`config.mk`:
```
export PLATFORM = sky130hd
export DESIGN_NAME = mlc_cordic
export DESIGN_NICKNAME = d
export VERILOG_FILES = /design/src/rtl/mlc_pkg.sv /design/src/rtl/mlc_cordic.sv
export SDC_FILE = /design/constraint.sdc
export NUM_CORES = 1
export LEC_CHECK = 0
export BUFFER_PORTS_ARGS = -buffer_cell sky130_fd_sc_hd__buf_2
export CAP_MARGIN = 20
export CORE_MARGIN = 2
export CORE_UTILIZATION = 55
export CTS_CLUSTER_DIAMETER = 150
export DETAILED_ROUTE_END_ITERATION = 7
export PLACE_DENSITY = 0.82
export SETUP_SLACK_MARGIN = 0.5
export SLEW_MARGIN = 20
export SYNTH_ARGS = -nofsm -noshare
export SYNTH_HDL_FRONTEND = slang
export SYNTH_SLANG_ARGS = --single-unit
```
`constraint.sdc`:
```
create_clock -name clk -period 10.7 [get_ports clk]
set_input_delay 2.14 -clock clk [delete_from_list [all_inputs] [get_ports clk]]
set_output_delay 2.14 -clock clk [all_outputs]
set_load 0.01 [all_outputs]
```
`src/rtl/mlc_pkg.sv`:
```
`default_nettype none
package mlc_pkg;

  localparam int CordicSteps = 16;
  localparam int StepW = $clog2(CordicSteps + 1);
  localparam int WrapTop = 9;

  localparam logic signed [25:0] YawReset = -26'sd5898240;
  localparam logic signed [23:0] PitchReset = -24'sd3932160;
  localparam logic signed [31:0] PosYReset = 32'sd3932160;
  localparam logic signed [26:0] HalfTurn = 27'sd11796480;
  localparam logic signed [26:0] FullTurn = 27'sd23592960;
  localparam logic signed [26:0] QuarterTurn = 27'sd5898240;
  localparam logic signed [33:0] PitchLimit = 34'sd5832704;
  localparam logic signed [33:0] CordicX0 = 34'sd652032874;

  localparam logic [2:0] ModeMouse = 3'd0;
  localparam logic [2:0] ModeFwd = 3'd1;
  localparam logic [2:0] ModeBack = 3'd2;
  localparam logic [2:0] ModeLeft = 3'd3;
  localparam logic [2:0] ModeRight = 3'd4;
  localparam logic [2:0] ModeUp = 3'd5;
  localparam logic [2:0] ModeDown = 3'd6;

  localparam logic CfgSens = 1'b0;
  localparam logic CfgSpeed = 1'b1;

  typedef struct packed {
    logic [2:0] mode;
    logic [15:0] cursor_x;
    logic [15:0] cursor_y;
    logic [15:0] delta_time;
  } in_item_t;

  typedef struct packed {
    logic signed [31:0] pos_x;
    logic signed [31:0] pos_y;
    logic signed [31:0] pos_z;
    logic signed [15:0] front_x;
    logic signed [15:0] front_y;
    logic signed [15:0] front_z;
    logic signed [15:0] right_x;
    logic signed [15:0] right_z;
    logic signed [15:0] up_x;
    logic signed [15:0] up_y;
    logic signed [15:0] up_z;
  } out_item_t;

  typedef enum logic [3:0] {
    S_IDLE, S_ANGLE, S_WRAP, S_CYAW_START, S_CYAW, S_CPIT_START, S_CPIT,
    S_PROD, S_MOVE, S_DONE
  } state_t;

  typedef struct packed {
    logic start;
    logic signed [26:0] angle;
  } cordic_req_t;

  typedef struct packed {
    logic busy;
    logic signed [15:0] s;
    logic signed [15:0] c;
  } cordic_rsp_t;

  function automatic logic signed [22:0] atan_deg(input logic [4:0] i);
    logic signed [22:0] r;
    case (i)
      5'd0: r = 23'sd2949120;
      5'd1: r = 23'sd1740967;
      5'd2: r = 23'sd919879;
      5'd3: r = 23'sd466945;
      5'd4: r = 23'sd234379;
      5'd5: r = 23'sd117304;
      5'd6: r = 23'sd58666;
      5'd7: r = 23'sd29335;
      5'd8: r = 23'sd14668;
      5'd9: r = 23'sd7334;
      5'd10: r = 23'sd3667;
      5'd11: r = 23'sd1833;
      5'd12: r = 23'sd917;
      5'd13: r = 23'sd458;
      5'd14: r = 23'sd229;
      5'd15: r = 23'sd115;
      5'd16: r = 23'sd57;
      5'd17: r = 23'sd29;
      5'd18: r = 23'sd14;
      5'd19: r = 23'sd7;
      5'd20: r = 23'sd4;
      5'd21: r = 23'sd2;
      5'd22: r = 23'sd1;
      default: r = 23'sd0;
    endcase
    return r;
  endfunction

  function automatic logic signed [15:0] sat16(input logic signed [35:0] v);
    logic signed [15:0] r;
    if (v > 36'sd32767) r = 16'sd32767;
    else if (v < -36'sd32768) r = -16'sd32768;
    else r = v[15:0];
    return r;
  endfunction

endpackage
`default_nettype wire

```
`src/rtl/mlc_cordic.sv`:
```
`default_nettype none
module mlc_cordic
  import mlc_pkg::*;
(
  input wire logic clk,
  input wire logic rst,
  input wire cordic_req_t req,
  output cordic_rsp_t rsp
);

  logic signed [33:0] x, y;
  logic signed [26:0] z;
  logic neg;
  logic busy;
  logic [StepW-1:0] step;
  logic signed [33:0] xs, ys;
  logic signed [33:0] xr, yr;
  logic signed [15:0] s_q, c_q;

  assign xs = x >>> step;
  assign ys = y >>> step;
  assign xr = neg ? -x : x;
  assign yr = neg ? -y : y;

  always_ff @(posedge clk) begin
    if (rst) begin
      busy <= 1'b0;
      step <= '0;
    end else if (req.start) begin
      busy <= 1'b1;
      step <= '0;
      x <= CordicX0;
      y <= '0;
      if (req.angle > QuarterTurn) begin
        z <= req.angle - HalfTurn;
        neg <= 1'b1;
      end else if (req.angle < -QuarterTurn) begin
        z <= req.angle + HalfTurn;
        neg <= 1'b1;
      end else begin
        z <= req.angle;
        neg <= 1'b0;
      end
    end else if (busy) begin
      if (step == StepW'(CordicSteps)) begin
        busy <= 1'b0;
        c_q <= sat16((36'(xr) + 36'sd16384) >>> 15);
        s_q <= sat16((36'(yr) + 36'sd16384) >>> 15);
      end else begin
        if (!z[26]) begin
          x <= x - ys;
          y <= y + xs;
          z <= z - 27'(atan_deg(5'(step)));
        end else begin
          x <= x + ys;
          y <= y - xs;
          z <= z + 27'(atan_deg(5'(step)));
        end
        step <= step + 1'b1;
      end
    end
  end

  assign rsp = '{busy: busy | req.start, s: s_q, c: c_q};

endmodule
`default_nettype wire
```
==> run summary <==
first-pass GRT wire length - 96.4 mm
DR iter-0 viols - 2542
# nets final - 2383
CP Launch Type - flop
Leak - 7.82 nW
VDD IR max - 0.137 mV
PostCTS Resize Cnt - 0
Clk Latency, worst-skew pair - 0.48 ns
Warnings, synthesis - 0
htree depth - 4
Antenna Cells - 0
post-synth cell types - 98
RSZ-0062 raised after global routing - no
fin crit share - 73.1%
area added between synthesis and finish - 4.84%
Num CTS Buffers - 17
CTS tree - yes
Fin Setup TNS - 0 ns
num ports - 63
initial antenna violation count - 1
post-layout minimum cycle time - 7.82 ns
Critical Path End Type - flop
Setup Skew - 0.0146 ns
# setup viols final - 0
Worst path max stage delay - 0.84 ns
largest net degree at the start of global routing - 90
full die area - 0.0371 mm²
Hold Slack - 0.700 ns
final core utilization - 58.1%
Seq cells post-synth - 156
Slew @ Worst Pin - 1.23 ns
post-synth top area share - 19.6%
largest area contributor in the netlist - edfxtp_1
grt met3 use - 7.77%
Worst Hold Class - flop to flop
Post-Syn Nets - 2433
top_reg_cell synth - edfxtp_1
CTS sink cnt - 156
pwr/cell area - 215 mW/mm²
Cell Area, Placed - 0.0199 mm²
GPL Wtd Cong - 1.08
number of fill cells in the layout - 3109
Arr. time, crit path - 8.03 ns
post-synthesis instance total - 2291
Die Ht - 193 µm
met1 usage - 40.0%
hpwl dp - 44.2 mm
Setup CP Type - flop to flop
sequential share of the synthesized area - 22.5%
final hold violation count - 0
root buf cell - clkbuf_16
Final Cell Area - 0.0205 mm²
Row Count - 69
Multi-input gate area - 0.0142 mm²
count of input and output buffers - 62
final slew viol count - 0
Storage cell area - 0.00442 mm²
Critical Path RT - 10.92 ns
top cells by count, synth - nor2_1 (225), nand2_1 (193), a21oi_1 (168), o21ai_0 (168), edfxtp_1 (128)
GRT met2 Usage - 55.2%
number of buffers on the longest clock path - 2
initial core utilization - 55.4%
total setup buffers inserted after CTS - 0
synth top area cells - edfxtp_1 (20%), mux4_2 (9.3%), ha_1 (7.0%), xnor2_1 (5.3%), xor2_1 (4.8%)
gr usage total - 33.2%
Mean Syn Cell Area - 8.54 µm²
Max-Cap Viols - 0
drt drc - 0
Hold Buf Count CTS - 0
routed wire length - 61.4 mm
ys async rst share - 0%
TritonRoute pass-1 iters - 6
Worst-path clk slew - 0.08 ns
fraction of layout cells with a size suffix above 1 - 12.3%
Die Wd - 193 µm
Post-synth EDFFs - 128
grt peak-use layer - met2
status - complete, no violations
slowest CP cell - dfxtp_4
critical path, cell by cell - buf_4 > mux4_2 > mux2i_1 > mux2_2 > a21oi_1 > inv_1 > ha_1 > inv_1 > nor4_1 > nor3b_2 > nor2_1 > xnor2_1 > ha_1 > a21oi_1 > nor2_1 > a211oi_1 > o31ai_1 > a22oi_1 > o221ai_1 > a221oi_1 > o21ai_0 > a21oi_1 > xor2_1 > nand2_1
Placeable Area - 0.0353 mm²
most frequent cell after synthesis - nor2_1
Slew HR - 17.5%
DR WL/cell - 22.6 µm
drt via density - 6.89
FMAX - 128 MHz
Via Count - 18.7k
vias in the first global route - 17.9k
synthesized area - 0.0196 mm²
CP dominant cell by count - a21oi_1
Crit Path Max Fanout - 68
Detail Route Antenna Nets - 0
final global-route overflow total - 0
per-stage QoR:
step | power (mW) | instances | setup slack [ns]
floorplan | 3.06 | 2291 | 2.71
global placement | 3.58 | 2682 | 3.56
detailed placement | 3.67 | 2682 | 3.14
CTS | 4.32 | 2714 | 3.07
global route | 4.68 | 2715 | 2.47
finish | 4.41 | 2715 | 2.88
per-layer routing:
| metal | share of wire, % | vias up |
|---|---|---|
| met5 | 0.029 | - |
| met4 | 5.5 | 2 |
| met3 | 10 | 248 |
| met2 | 46 | 1124 |
| met1 | 38 | 8832 |
| li1 | - | 8488 |
layout by cell type (no fill, tap or decap), types with 39 or more instances in the layout:
cell type,Yosys,layout
a21o_1,39,39
a21oi_1,168,167
buf_2,34,63
edfxtp_1,128,128
ha_1,109,109
inv_1,59,59
mux2i_1,80,80
mux4_2,81,81
nand2_1,193,193
nand3_1,45,45
nor2_1,225,224
nor3_1,44,44
o21ai_0,168,168
xnor2_1,118,118
xor2_1,108,108
layout make-up:
cell class	count	area share, %
clock buffer	18	2.09
tap	461	2.81
clock inverter	14	0.708
inverter	64	1.17
sequential	156	21.5
timing repair buffer	84	2.31
multi-input combinational	1918	69.4
power by group:
group / switching (mW) / internal (mW)
sequential: 0.312 / 0.839
clock: 0.316 / 0.312
combinational: 1.49 / 1.14
total: 2.12 / 2.29
cells by family (layout without fill, tap and decap cells):
group           Yosys count  count (layout)  share of synthesized area (%)
mux                     194             194                           15.3
simple gates            730             730                           18.4
fa+ha+maj               112             112                           7.28
compound gates          656             656                           21.5
xor+xnor                226             226                           10.1
buf+inv                 217             180                           4.82
flops                   156             156                           22.5
final timing paths:
check / startpoint / end / slack, ns / cells past startpoint
setup / recovery: step[1]$_SDFFE_PP0P_ / x[29]$_SDFFCE_PP1P_ / 2.88 / 24
setup reg to reg: step[1]$_SDFFE_PP0P_ / x[29]$_SDFFCE_PP1P_ / 2.88 / 24
hold / removal: z[0]$_DFFE_PP_ / z[0]$_DFFE_PP_ / 0.70 / 2
hold reg to reg: z[0]$_DFFE_PP_ / z[0]$_DFFE_PP_ / 0.70 / 2
critical path: cells and delay by family (launching register included):
family	cells	cell delay [ns]
adder cells (fa/ha/maj)	2	0.54
multiplexers	3	1.06
flip-flops	1	0.84
buffers and inverters	3	1.02
AND/OR/NAND/NOR	5	1.20
AO/OA/AOI/OAI	9	2.49
XOR/XNOR	2	0.35
(Power assumes the default switching activity.)
